## src/rtl/glyph_outline_point_decoder_defines.svh

```systemverilog
// Assertion macros of the glyph outline point decoder, used by gopd_dpath.
// Expects signals named clk and rst_n in the module that uses them.
`ifndef GLYPH_OUTLINE_POINT_DECODER_DEFINES_SVH
`define GLYPH_OUTLINE_POINT_DECODER_DEFINES_SVH

// Checks a condition at every rising clock edge outside reset.
`define GOPD_ASSERT_ALWAYS(lbl, expr) \
    lbl: assert property (@(posedge clk) disable iff (!rst_n) (expr)) \
        else $error("gopd: invariant violated");

// Checks that an antecedent implies a consequent in the same cycle.
`define GOPD_ASSERT_IMPLIES(lbl, ante, cons) \
    lbl: assert property (@(posedge clk) disable iff (!rst_n) (ante) |-> (cons)) \
        else $error("gopd: implication violated");

`endif

```

## src/rtl/gopd_pkg.sv

```systemverilog
// Package for the glyph outline point decoder: sizes, codes and structs.
// Used by the controller, the datapath and the top level.
`default_nettype none

package gopd_pkg;

    localparam int MAX_POINTS   = 1024;
    localparam int MAX_CONTOURS = 64;
    localparam int PT_IDX_W     = $clog2(MAX_POINTS);
    localparam int PT_CNT_W     = PT_IDX_W + 1;
    localparam int CT_IDX_W     = $clog2(MAX_CONTOURS);
    localparam int CT_CNT_W     = CT_IDX_W + 1;

    localparam logic [2:0] ST_POINT     = 3'd0;
    localparam logic [2:0] ST_EMPTY     = 3'd1;
    localparam logic [2:0] ST_COMPOSITE = 3'd2;
    localparam logic [2:0] ST_BAD_ORDER = 3'd3;
    localparam logic [2:0] ST_TOO_MANY  = 3'd4;

    typedef enum logic [9:0] {
        PH_HEAD   = 10'b00_0000_0001,
        PH_ENDS   = 10'b00_0000_0010,
        PH_ILEN   = 10'b00_0000_0100,
        PH_INSTR  = 10'b00_0000_1000,
        PH_FLAGS  = 10'b00_0001_0000,
        PH_REPEAT = 10'b00_0010_0000,
        PH_X      = 10'b00_0100_0000,
        PH_Y      = 10'b00_1000_0000,
        PH_DRAIN  = 10'b01_0000_0000,
        PH_IDLE   = 10'b10_0000_0000
    } phase_t;

    typedef enum logic [3:0] {
        CMD_NONE,
        CMD_LOAD,
        CMD_RESTART,
        CMD_PARSE,
        CMD_REPEAT,
        CMD_FETCH,
        CMD_CHECK,
        CMD_EMIT_RD,
        CMD_EMIT_OUT
    } op_t;

    typedef struct packed {
        op_t op;
    } cmd_t;

    typedef struct packed {
        logic error;
        logic go_repeat;
        logic go_fetch;
        logic rep_more;
        logic again;
        logic emit_go;
    } stat_t;

    typedef struct packed {
        logic [7:0] data_byte;
        logic       glyph_start;
    } in_t;

    typedef struct packed {
        logic signed [31:0]   point_x;
        logic signed [31:0]   point_y;
        logic                 on_curve;
        logic                 contour_end;
        logic [PT_IDX_W-1:0]  point_index;
        logic [2:0]           status;
        logic                 last;
    } out_t;

endpackage

`default_nettype wire

```

## src/rtl/gopd_ctrl.sv

```systemverilog
// Controller of the glyph outline point decoder: sequences the datapath.
// Depends on gopd_pkg for the command and status types.
`default_nettype none

module gopd_ctrl (
    input  wire logic            clk,
    input  wire logic            rst_n,
    input  wire logic            start,
    input  wire logic            glyph_start,
    input  wire gopd_pkg::stat_t st,
    output gopd_pkg::cmd_t       cmd,
    output logic                 busy
);

    typedef enum logic [7:0] {
        S_IDLE     = 8'b0000_0001,
        S_RESTART  = 8'b0000_0010,
        S_PARSE    = 8'b0000_0100,
        S_REPEAT   = 8'b0000_1000,
        S_FETCH    = 8'b0001_0000,
        S_CHECK    = 8'b0010_0000,
        S_EMIT_RD  = 8'b0100_0000,
        S_EMIT_OUT = 8'b1000_0000
    } state_t;

    state_t state_reg;
    state_t state_next;

    always_comb
    begin
        state_next = state_reg;
        cmd.op     = gopd_pkg::CMD_NONE;
        unique case (state_reg)
            S_IDLE:
            begin
                if (start)
                begin
                    cmd.op     = gopd_pkg::CMD_LOAD;
                    state_next = glyph_start ? S_RESTART : S_PARSE;
                end
            end
            S_RESTART:
            begin
                cmd.op     = gopd_pkg::CMD_RESTART;
                state_next = S_PARSE;
            end
            S_PARSE:
            begin
                cmd.op = gopd_pkg::CMD_PARSE;
                priority if (st.error)     state_next = S_IDLE;
                else if (st.go_repeat)     state_next = S_REPEAT;
                else if (st.go_fetch)      state_next = S_FETCH;
                else                       state_next = S_EMIT_RD;
            end
            S_REPEAT:
            begin
                cmd.op = gopd_pkg::CMD_REPEAT;
                priority if (st.rep_more)  state_next = S_REPEAT;
                else if (st.go_fetch)      state_next = S_FETCH;
                else                       state_next = S_EMIT_RD;
            end
            S_FETCH:
            begin
                cmd.op     = gopd_pkg::CMD_FETCH;
                state_next = S_CHECK;
            end
            S_CHECK:
            begin
                cmd.op     = gopd_pkg::CMD_CHECK;
                state_next = st.again ? S_FETCH : S_EMIT_RD;
            end
            S_EMIT_RD:
            begin
                cmd.op     = gopd_pkg::CMD_EMIT_RD;
                state_next = st.emit_go ? S_EMIT_OUT : S_IDLE;
            end
            S_EMIT_OUT:
            begin
                cmd.op     = gopd_pkg::CMD_EMIT_OUT;
                state_next = S_IDLE;
            end
            default:
            begin
                state_next = S_IDLE;
            end
        endcase
    end

    always_ff @(posedge clk or negedge rst_n)
    begin
        if (!rst_n)
        begin
            state_reg <= S_IDLE;
        end
        else
        begin
            state_reg <= state_next;
        end
    end

    assign busy = (state_reg != S_IDLE);

endmodule

`default_nettype wire

```

## config.mk

```make
export PLATFORM = sky130hd
export DESIGN_NAME = gopd_ctrl
export DESIGN_NICKNAME = d
export VERILOG_FILES = /design/src/rtl/glyph_outline_point_decoder_defines.svh /design/src/rtl/gopd_pkg.sv /design/src/rtl/gopd_ctrl.sv
export SDC_FILE = /design/constraint.sdc
export NUM_CORES = 1
export LEC_CHECK = 0
export BUFFER_PORTS_ARGS = -buffer_cell sky130_fd_sc_hd__buf_2
export CAP_MARGIN = 15
export CORE_AREA = 4 4 41 43
export CTS_BUF_LIST = sky130_fd_sc_hd__clkbuf_8
export CTS_CLUSTER_DIAMETER = 120
export DETAILED_ROUTE_END_ITERATION = 10
export DIE_AREA = 0 0 45 47
export PLACE_DENSITY = 0.62
export SKIP_CTS_REPAIR_TIMING = 1
export SLEW_MARGIN = 25
export SYNTH_ARGS = -nofsm -noshare
export SYNTH_HDL_FRONTEND = slang
export SYNTH_SLANG_ARGS = --single-unit
```

## constraint.sdc

```tcl
create_clock -name clk -period 2.1 [get_ports clk]
set_clock_uncertainty 0.1 [all_clocks]
set_input_delay 0.21 -clock clk [delete_from_list [all_inputs] [get_ports clk]]
set_output_delay 0.21 -clock clk [all_outputs]
set_load 0.01 [all_outputs]
```

==> results.md, run 1 <==
- Inst Count DP: 89
- Final worst-path cycle share: around 99%
- P_leak: around 0.38 nW
- RD Place Congestion: 0.7083
- Syn_nets: 69
- Total CTS buffers: 3
- Pwr dens: 939.8 nW/um2
- Rows: 13
- GRT Util Overall: 13.56%
- Ant diodes: 0
- Syn Std Cell Area: roughly 530 um2
- Worst Setup EP: cmd[2]
- Slew HR: 74.88%
- Startpoint types: flip-flop
- Peak VDD IR: 547.8 uV
- Layout area overhead: 40.47%
- Slew @ Worst Pin: 0.3716 ns
- Fin area: 747.0 um2
- Vias in the first global route: ~470
- Post-synthesis sequential area ratio: 37.88%
- Clk Latency, worst-skew pair: 0.23 ns
- Max cap viols: 0
- Max incr delay on CP: 0.58 ns
- First-pass GRT wire length: 2.021 mm
- Initial antenna violation count: 0
- Critical path type: flip-flop to output port
- Critical path required time: ~1.8 ns
- Slowest CP cell: or4_4
- Port Buf Inserts: 14
- Synthesized area per cell: between 9 and 10 um2
- DR WL/cell: 13.28 um
- Initial DRC Count: 10
- Register clock-pin slew on the reported worst setup and hold paths: ~0.040 ns
- Reg2Reg Depth: 6
- Critical path endpoint category: output port
- Status: finished clean
- DP Area: 628.1 um2
- Gr ovfl total: 0
- Die Span X: 45 um
- Routed WL: 1.301 mm
- Share of layout cells above drive strength 1: 42.17%
- R2r setup slk: 0.22 ns
- Final nets: 94
- Worst hold-check path type: primary input to flip-flop
- Post-route DRC: 0
- Worst min-delay path startpoint: st[3]
- CP Launch Point: state_reg[7]
- Reg-to-Reg Start: state_reg[7]
- # IOs: 15
- Antenna-violating nets left: 0
- Root buffer cell: clkbuf_8
- CP Data Arrival Time: 1.77 ns
- Drt first pass iters: 4
- Largest net degree at the start of global routing: 9
- Synth Warn #: 0
- Starting Density: ~41%
- Tot Pwr: 0.7020 mW
- Final setup vio count: 0
- H-tree Lvls: 1
- Die area: 2115 um2
- Max FFs per register: 8
- Critical Path, Cell by Cell: or4_4, or3_4, nand2_1, buf_2
- Routed vias: between 500 and 600
- DR vias/cell: approximately 5.4
- CTS tree: yes
- Final std cells w/o fill: 98
- Vert. Die Dim: approximately 47 um
- Clock period minus worst slack: 2.081 ns
- Hpwl dp: 983.6 um
- FF-to-FF End: state_reg[4]
- RSZ-0062 raised after global routing: yes
- Max FO, Critical Path: 4
- Final Max Slew Viols: 0
- Gate Count Post-Synth: 59
- Final hold vios: 0
- CORE AREA: roughly 1300 um2
- Yosys cell types: 30
- Upper clock frequency limit: approximately 480 MHz
- Num Clock Sinks: 8
- Clock Tree Buf Depth: 2
- Synth Register Bits: 8
## layout by cell type, fill, tap and decap left out, types with 2 or more instances in the layout
cell,Yosys,layout
o22ai_1,2,2
buf_4,0,5
nor4b_1,2,2
nor2b_1,2,2
and2b_1,2,2
o21ai_0,4,4
dfrtp_1,7,5
dfrtp_2,0,2
nand3b_1,2,2
a31oi_1,2,2
inv_1,5,6
nand2_1,3,3
clkbuf_8,0,3
nand3_1,3,3
nor3_4,0,2
buf_2,0,14
nor2_1,6,6
and4b_2,2,2
## routing by layer
| metal | part of all wire [%] | up-vias | global-route usage (%) |
|---|---|---|---|
| li1 | - | 265 | - |
| met1 | 49 | 243 | 19.39 |
| met2 | 44 | 19 | 18.08 |
| met3 | 6.5 | 2 | 3.065 |
| met4 | 0.77 | 0 | 8.772 |
| met5 | 0 | - | 0 |
## Yosys cell counts
cell | number | share of area [%]
dfrtp_1 | 7 | 33
nor2_1 | 6 | 4.2
inv_1 | 5 | 3.5
o21ai_0 | 4 | 3.8
nand2_1 | 3 | 2.1
nand3_1 | 3 | 2.8
a31oi_1 | 2 | 2.4
and2b_1 | 2 | 2.8
and4b_2 | 2 | 4.2
nand3b_1 | 2 | 2.8
nor2b_1 | 2 | 2.4
nor4b_1 | 2 | 3.3
o22ai_1 | 2 | 2.4
a21oi_1 | 1 | 0.94
a31o_1 | 1 | 1.6
and2_1 | 1 | 1.2
and2b_2 | 1 | 1.6
dfstp_2 | 1 | 4.9
nand2b_1 | 1 | 1.2
nand4_1 | 1 | 1.2
nand4b_1 | 1 | 1.6
nor3_1 | 1 | 0.94
nor3_2 | 1 | 1.9
nor3b_1 | 1 | 1.4
nor4_1 | 1 | 1.2
nor4_4 | 1 | 4.0
o221ai_1 | 1 | 1.6
or3_1 | 1 | 1.2
or4_4 | 1 | 2.1
xor2_1 | 1 | 1.6
## report_power, final
part           leakage, nW  internal (mW)  switching (mW)
sequential           0.104          0.184          0.0406
combinational        0.245          0.146           0.143
clock               0.0269          0.127          0.0618
## area by class of cell
type,count,area [um2]
fillers,125,554.3
multi-input cells,46,342.8
flip-flops and latches,8,203.9
repair buffers,20,117.6
clock buffers,3,41.29
inverters,5,18.77
well taps,15,18.77
clock inverters,1,3.754
## kinds of logic after synthesis
kind of cell,count (synthesis),share of synthesized area (%)
AND/OR/NAND/NOR,34,44.24
AO/OA/AOI/OAI,11,12.70
flip-flops,8,37.88
buffers and inverters,5,3.530
XOR/XNOR,1,1.647
## critical path, delay by kind of cell (launching register included)
family | cells | cell delay, ns
AND/OR/NAND/NOR | 3 | 1.00
flip-flops | 1 | 0.41
buffers and inverters | 1 | 0.12
## worst min path at each step
stage                         endpoint  slack (ns)  depth (start not counted)
final                     state_reg[6]        0.06                          2
after detailed placement  state_reg[1]       -0.04                          1
after global placement    state_reg[1]       -0.04                          1
after global routing      state_reg[6]        0.07                          2
after floorplan           state_reg[1]       -0.19                          0
after CTS                 state_reg[6]       -0.28                          1
## through the flow
step                setup TNS [ns]  worst slack, ns  utilization [%]  hold WS (ns)
floorplan                        0           0.3601                -       -0.1856
global placement                 0           0.1739            48.27      -0.03672
detailed placement               0           0.1550            48.27      -0.03949
CTS                        -0.1649         -0.09844            51.73       -0.2827
global route              -0.08978         -0.04780            57.40       0.07264
finish                           0          0.01883            57.40       0.06156
No activity file was read; power rests on OpenSTA's default activity.
==> inputs of run 2 (changes only) <==
--- a/config.mk
+++ b/config.mk
@@ -5,6 +5,7 @@
 export SDC_FILE = /design/constraint.sdc
 export NUM_CORES = 1
 export LEC_CHECK = 0
+export ABC_CLOCK_PERIOD_IN_PS = 1900
 export BUFFER_PORTS_ARGS = -buffer_cell sky130_fd_sc_hd__buf_2
 export CAP_MARGIN = 15
 export CORE_AREA = 4 4 41 43
@@ -12,7 +13,7 @@
 export CTS_CLUSTER_DIAMETER = 120
 export DETAILED_ROUTE_END_ITERATION = 10
 export DIE_AREA = 0 0 45 47
-export PLACE_DENSITY = 0.62
+export PLACE_DENSITY = 0.64
 export SKIP_CTS_REPAIR_TIMING = 1
 export SLEW_MARGIN = 25
 export SYNTH_ARGS = -nofsm -noshare
==> constraint.sdc (replaced) <==
create_clock -name clk -period 1.9 [get_ports clk]
set_clock_uncertainty 0.1 [all_clocks]
set_input_delay 0.19 -clock clk [delete_from_list [all_inputs] [get_ports clk]]
set_output_delay 0.19 -clock clk [all_outputs]
set_load 0.01 [all_outputs]
==> results.md, run 2 (synthesized netlist as in run 1, its figures left out) <==
- Hold Crit Depth: 2 (unchanged)
- Final nets: 94 (unchanged)
- CTS tree: yes
- Critical path endpoint category: output port
- Layout area overhead: 41.65%
- Worst hold-check path type: primary input to flip-flop
- Vias in the first global route: 536 (+14%)
- DR WL/cell: 13.70 um (+3.2%)
- Max cap viols: 0 (unchanged)
- CORE AREA: 1301 um2 (unchanged)
- Hold endpoint: state_reg[6]
- Max FFs per register: 8 (unchanged)
- Reg2Reg Depth: 4 (-2)
- Total CTS buffers: 3 (unchanged)
- Most frequent cells in the layout: 13 x buf_2, 7 x dfrtp_1, 6 x nor2_1, 6 x inv_1, 5 x buf_4
- Setup TNS Final: -0.2316 ns (-0.2316 ns)
- Die area: 2115 um2 (unchanged)
- Post-route DRC: 0 (unchanged)
- Most common cell after layout, fill and taps aside: buf_2
- DR vias/cell: 5.510 (+2.1%)
- Clk Latency, worst-skew pair: 0.23 ns (about the same)
- Status: finished with violations
- Port Buf Inserts: 14 (unchanged)
- H-tree Lvls: 1 (unchanged)
- Final hold vios: 0 (unchanged)
- # IOs: 15 (unchanged)
- RD Place Congestion: 0.7943 (+12%)
- Num Clock Sinks: 8 (unchanged)
- First-pass GRT wire length: 2.242 mm (+11%)
- GRT Util Overall: 14.88% (+1.3 points)
- Register clock-pin slew on the reported worst setup and hold paths: 0.04 ns (about the same)
- Vert. Die Dim: 47 um (unchanged)
- Pre-CTS setup slack: 0.1075 ns (-0.04745 ns)
- Startpoint types: flip-flop
- Largest net degree at the start of global routing: 9 (unchanged)
- Rows: 13 (unchanged)
- Routed vias: 540 (+2.1%)
- Clock period minus worst slack: 1.987 ns
- R2r setup slk: 0.10 ns (-0.12 ns)
- Hpwl dp: 985.3 um (+0.17%)
- Slew @ Worst Pin: 0.3590 ns (-0.01255 ns)
- Worst min-delay path startpoint: st[3]
- Antenna-violating nets left: 0 (unchanged)
- Worst Slack Setup Final: -0.08702 ns (-0.1058 ns)
- Critical path type: flip-flop to output port
- CP Launch Point: state_reg[6]
- Max FO, Critical Path: 3 (-1)
- Starting Density: 40.87% (unchanged)
- Final worst-path cycle share: 104.6%
- Final setup vio count: 3 (+3)
- Util after Layout: 57.88% (+0.48 points)
- DP Area: 650.6 um2 (+3.6%)
- Ant diodes: 0 (unchanged)
- Initial DRC Count: 7 (-3)
- CP Data Arrival Time: 1.70 ns (-0.07 ns)
- Pwr dens: 1046 nW/um2 (+11%)
- RSZ-0062 raised after global routing: yes
- Die Span X: 45 um (unchanged)
- Upper clock frequency limit: 503.3 MHz
- Failing checks: negative setup slack
- FF-to-FF End: state_reg[0]
- Final Max Slew Viols: 0 (unchanged)
- Critical path required time: 1.61 ns (-0.18 ns)
- Routed WL: 1.343 mm (+3.2%)
- Peak VDD IR: 461.8 uV (-16%)
- Drt first pass iters: 4 (unchanged)
- Clock Tree Buf Depth: 2 (unchanged)
- Fin area: 753.2 um2 (+0.84%)
- Reg-to-Reg Start: state_reg[6]
- Root buffer cell: clkbuf_8
- Gr ovfl total: 0 (unchanged)
- P_leak: 0.3786 nW (+0.62%)
- Initial antenna violation count: 0 (unchanged)
- Share of layout cells above drive strength 1: 40.96% (-1.2 points)
- Slew HR: 75.73% (+0.85 points)
==> run 2: cell type report <==
class | instances | area [um2]
Fill cell | 120 | 548.0
Multi-Input combinational cell | 46 | 345.3
Sequential cell | 8 | 201.4
Clock buffer | 3 | 41.29
Tap cell | 15 | 18.77
Clock inverter | 1 | 3.754
Inverter | 5 | 18.77
Timing Repair Buffer | 20 | 123.9
==> run 2: report_power, final <==
part           internal (mW)  switching (mW)  leakage, nW
combinational          0.174           0.162        0.244
sequential             0.203          0.0500        0.107
clock                  0.139          0.0599       0.0269
==> run 2: how the worst max path moves through the flow <==
stage | to | slack [ns]
after global placement | cmd[1] | 0.13
after detailed placement | cmd[0] | 0.11
after floorplan | cmd[2] | 0.18
after global routing | cmd[1] | -0.17
final | cmd[2] | -0.09
after CTS | cmd[0] | -0.14
==> run 2: metrics by stage <==
step	hold WS (ns)	total power, mW	cells
detailed placement	-0.06836	0.5479	92
global placement	-0.06551	0.5453	92
CTS	-0.3101	0.7548	96
floorplan	-0.2056	0.4470	59
global route	0.07458	0.8513	98
finish	0.05397	0.7882	98
==> run 2: per-layer routing <==
| metal | global-route usage, % | share of wire [%] |
|---|---|---|
| met5 | 0 | 0 |
| met4 | 10.53 | 0.60 |
| met3 | 1.149 | 3.1 |
| met2 | 23.45 | 52 |
| met1 | 19.34 | 45 |
==> run 2: worst max-delay path, cell delays in order, from the launching register on <==
cell,delay (ns)
dfrtp_1,0.37
or4_4,0.58
or3_4,0.36
nand2_2,0.07
buf_6,0.10
==> inputs of run 3 (changes only) <==
--- a/config.mk
+++ b/config.mk
@@ -13,9 +13,9 @@
 export CTS_CLUSTER_DIAMETER = 120
 export DETAILED_ROUTE_END_ITERATION = 10
 export DIE_AREA = 0 0 45 47
-export PLACE_DENSITY = 0.64
+export PLACE_DENSITY = 0.66
 export SKIP_CTS_REPAIR_TIMING = 1
-export SLEW_MARGIN = 25
+export SLEW_MARGIN = 30
 export SYNTH_ARGS = -nofsm -noshare
 export SYNTH_HDL_FRONTEND = slang
 export SYNTH_SLANG_ARGS = --single-unit
==> results.md, run 3 (synthesized netlist as in run 1, its figures left out) <==
- Critical path required time: 1.61 ns (about the same)
- RSZ-0062 raised after global routing: yes
- Met2 WL: 649 um (-6.3%)
- Status: finished with violations
- Num Clock Sinks: 8 (unchanged)
- Vias in the first global route: 516 (-3.7%)
- P_leak: 0.3890 nW (+2.8%)
- Final worst-path cycle share: 104.9% (+0.30 points)
- Reg power frac: 30.4% (-1.7 points)
- WL met3: 44 um (+4.8%)
- Failing checks: negative setup slack
- Switching portion of total power: 34.62% (+0.19 points)
- Hpwl dp: 1.052 mm (+6.7%)
- Vert. Die Dim: 47 um (unchanged)
- Comb pwr share: 44.0% (+1.4 points)
- Clock period minus worst slack: 1.993 ns (+0.005788 ns)
- Root buffer cell: clkbuf_8
- Setup TNS Final: -0.2527 ns (-0.02107 ns)
- Inst Count DP: 94 (+2.2%)
- Final nets: 96 (+2.1%)
- Slew @ Worst Pin: 0.3747 ns (+0.01567 ns)
- Worst Slack Setup Final: -0.09281 ns (-0.005788 ns)
- Clk Latency, worst-skew pair: 0.23 ns (about the same)
- Final setup vio count: 3 (unchanged)
- Worst hold-check path type: primary input to flip-flop
- Gr ovfl total: 0 (unchanged)
- Fillers: 117 (-2.5%)
- Die area: 2115 um2 (unchanged)
- Most common cell after layout, fill and taps aside: buf_2
- Startpoint types: flip-flop
- Initial antenna violation count: 0 (unchanged)
- Fin area: 769.5 um2 (+2.2%)
- Ant diodes: 0 (unchanged)
- Max FFs per register: 8 (unchanged)
- Routed WL: 1.335 mm (-0.60%)
- Critical path type: flip-flop to output port
- H-tree Lvls: 1 (unchanged)
- Drt first pass iters: 6 (+2)
- Final Max Slew Viols: 0 (unchanged)
- Sw Pwr: 0.2784 mW (+2.6%)
- Upper clock frequency limit: 501.8 MHz (-0.29%)
- Max cap viols: 0 (unchanged)
- Most frequent cells in the layout: 13 x buf_2, 7 x buf_4, 6 x nor2_1, 6 x inv_1, 6 x dfrtp_1
- Rows: 13 (unchanged)
- CP Data Arrival Time: 1.70 ns (about the same)
- Final std cells w/o fill: 100 (+2.0%)
- Largest net degree at the start of global routing: 9 (unchanged)
- Antenna-violating nets left: 0 (unchanged)
- GRT Util Overall: 14.39% (-0.49 points)
- Final hold vios: 0 (unchanged)
- Int Pwr: 0.5256 mW (+1.7%)
- First-pass GRT wire length: 2.180 mm (-2.8%)
- Post-route DRC: 0 (unchanged)
- Starting Density: 40.87% (unchanged)
- DR vias/cell: 5.530 (+0.36%)
- Peak VDD IR: 600.7 uV (+30%)
- Register clock-pin slew on the reported worst setup and hold paths: 0.04 ns (about the same)
- Max FO, Critical Path: 3 (unchanged)
- Critical path endpoint category: output port
- Routed vias: 553 (+2.4%)
- DP Area: 665.6 um2 (+2.3%)
- Clock Tree Buf Depth: 2 (unchanged)
- Initial DRC Count: 10 (+3)
- Top Layer Used: met3
- Clock power share: 25.6% (+0.3 points)
- Pwr dens: 1045 nW/um2 (-0.14%)
- # IOs: 15 (unchanged)
- Layout area overhead: 44.71%
- Total CTS buffers: 3 (unchanged)
- Die Span X: 45 um (unchanged)
- DR WL/cell: 13.35 um (-2.6%)
- Share of layout cells above drive strength 1: 43.53% (+2.6 points)
- CORE AREA: 1301 um2 (unchanged)
- Tot Pwr: 0.8040 mW (+2.0%)
- Port Buf Inserts: 14 (unchanged)
- Slew HR: 74.67% (-1.1 points)
- CTS tree: yes
- RD Place Congestion: 0.7618 (-4.1%)
- Met1 Routed Length: 642 um (+7.4%)
## run 3: final cells by class
class,instances,area (um2),area share [%]
clock inverters,1,3.754,0.4878
clock buffers,3,41.29,5.366
inverters,5,18.77,2.439
repair buffers,22,138.9,18.05
multi-input cells,46,345.3,44.88
well taps,15,18.77,2.439
flip-flops and latches,8,202.7,26.34
## run 3: path summary, 6_finish.rpt
kind,from,slack (ns),endpoint,cells past startpoint
min in group asynchronous,rst_n,0.23,state_reg[3],2
setup / recovery,state_reg[1],-0.09,cmd[1],5
hold reg to reg,state_reg[7],0.62,state_reg[3],3
hold / removal,st[3],0.05,state_reg[6],2
max in group asynchronous,rst_n,1.23,state_reg[0],2
setup reg to reg,state_reg[1],0.19,state_reg[6],5
## run 3: power by group through the flow
stage          Combinational (mW)  Clock (mW)  Sequential [mW]
2_1_floorplan               0.213           0            0.234
3_3_place_gp                0.314           0            0.239
3_5_place_dp                0.318           0            0.240
4_1_cts                     0.319       0.211            0.237
5_1_grt                     0.390       0.227            0.250
6_report                    0.354       0.206            0.245
## run 3: metal layers
layer  GRT usage [%]  up-vias
met2           22.60       10
met5               0        -
met3           4.598        0
met1           17.88      268
met4           7.018        0
li1                -      275
## run 3: per-stage QoR
| stage | util [%] | hold WS [ns] | worst slack (ns) |
|---|---|---|---|
| 2_1_floorplan | - | -0.2056 | 0.1801 |
| 3_3_place_gp | 51.15 | -0.06381 | 0.1180 |
| 3_5_place_dp | 51.15 | -0.06275 | 0.05841 |
| 4_1_cts | 54.62 | -0.3090 | -0.1937 |
| 5_1_grt | 59.13 | 0.03904 | -0.1601 |
| 6_report | 59.13 | 0.04620 | -0.09281 |
## run 3: worst max-delay path, stage by stage (launching register included)
cell,delay [ns]
dfrtp_1,0.38
or4_4,0.58
nor3_4,0.15
nand3b_1,0.12
nand3_1,0.12
buf_2,0.13
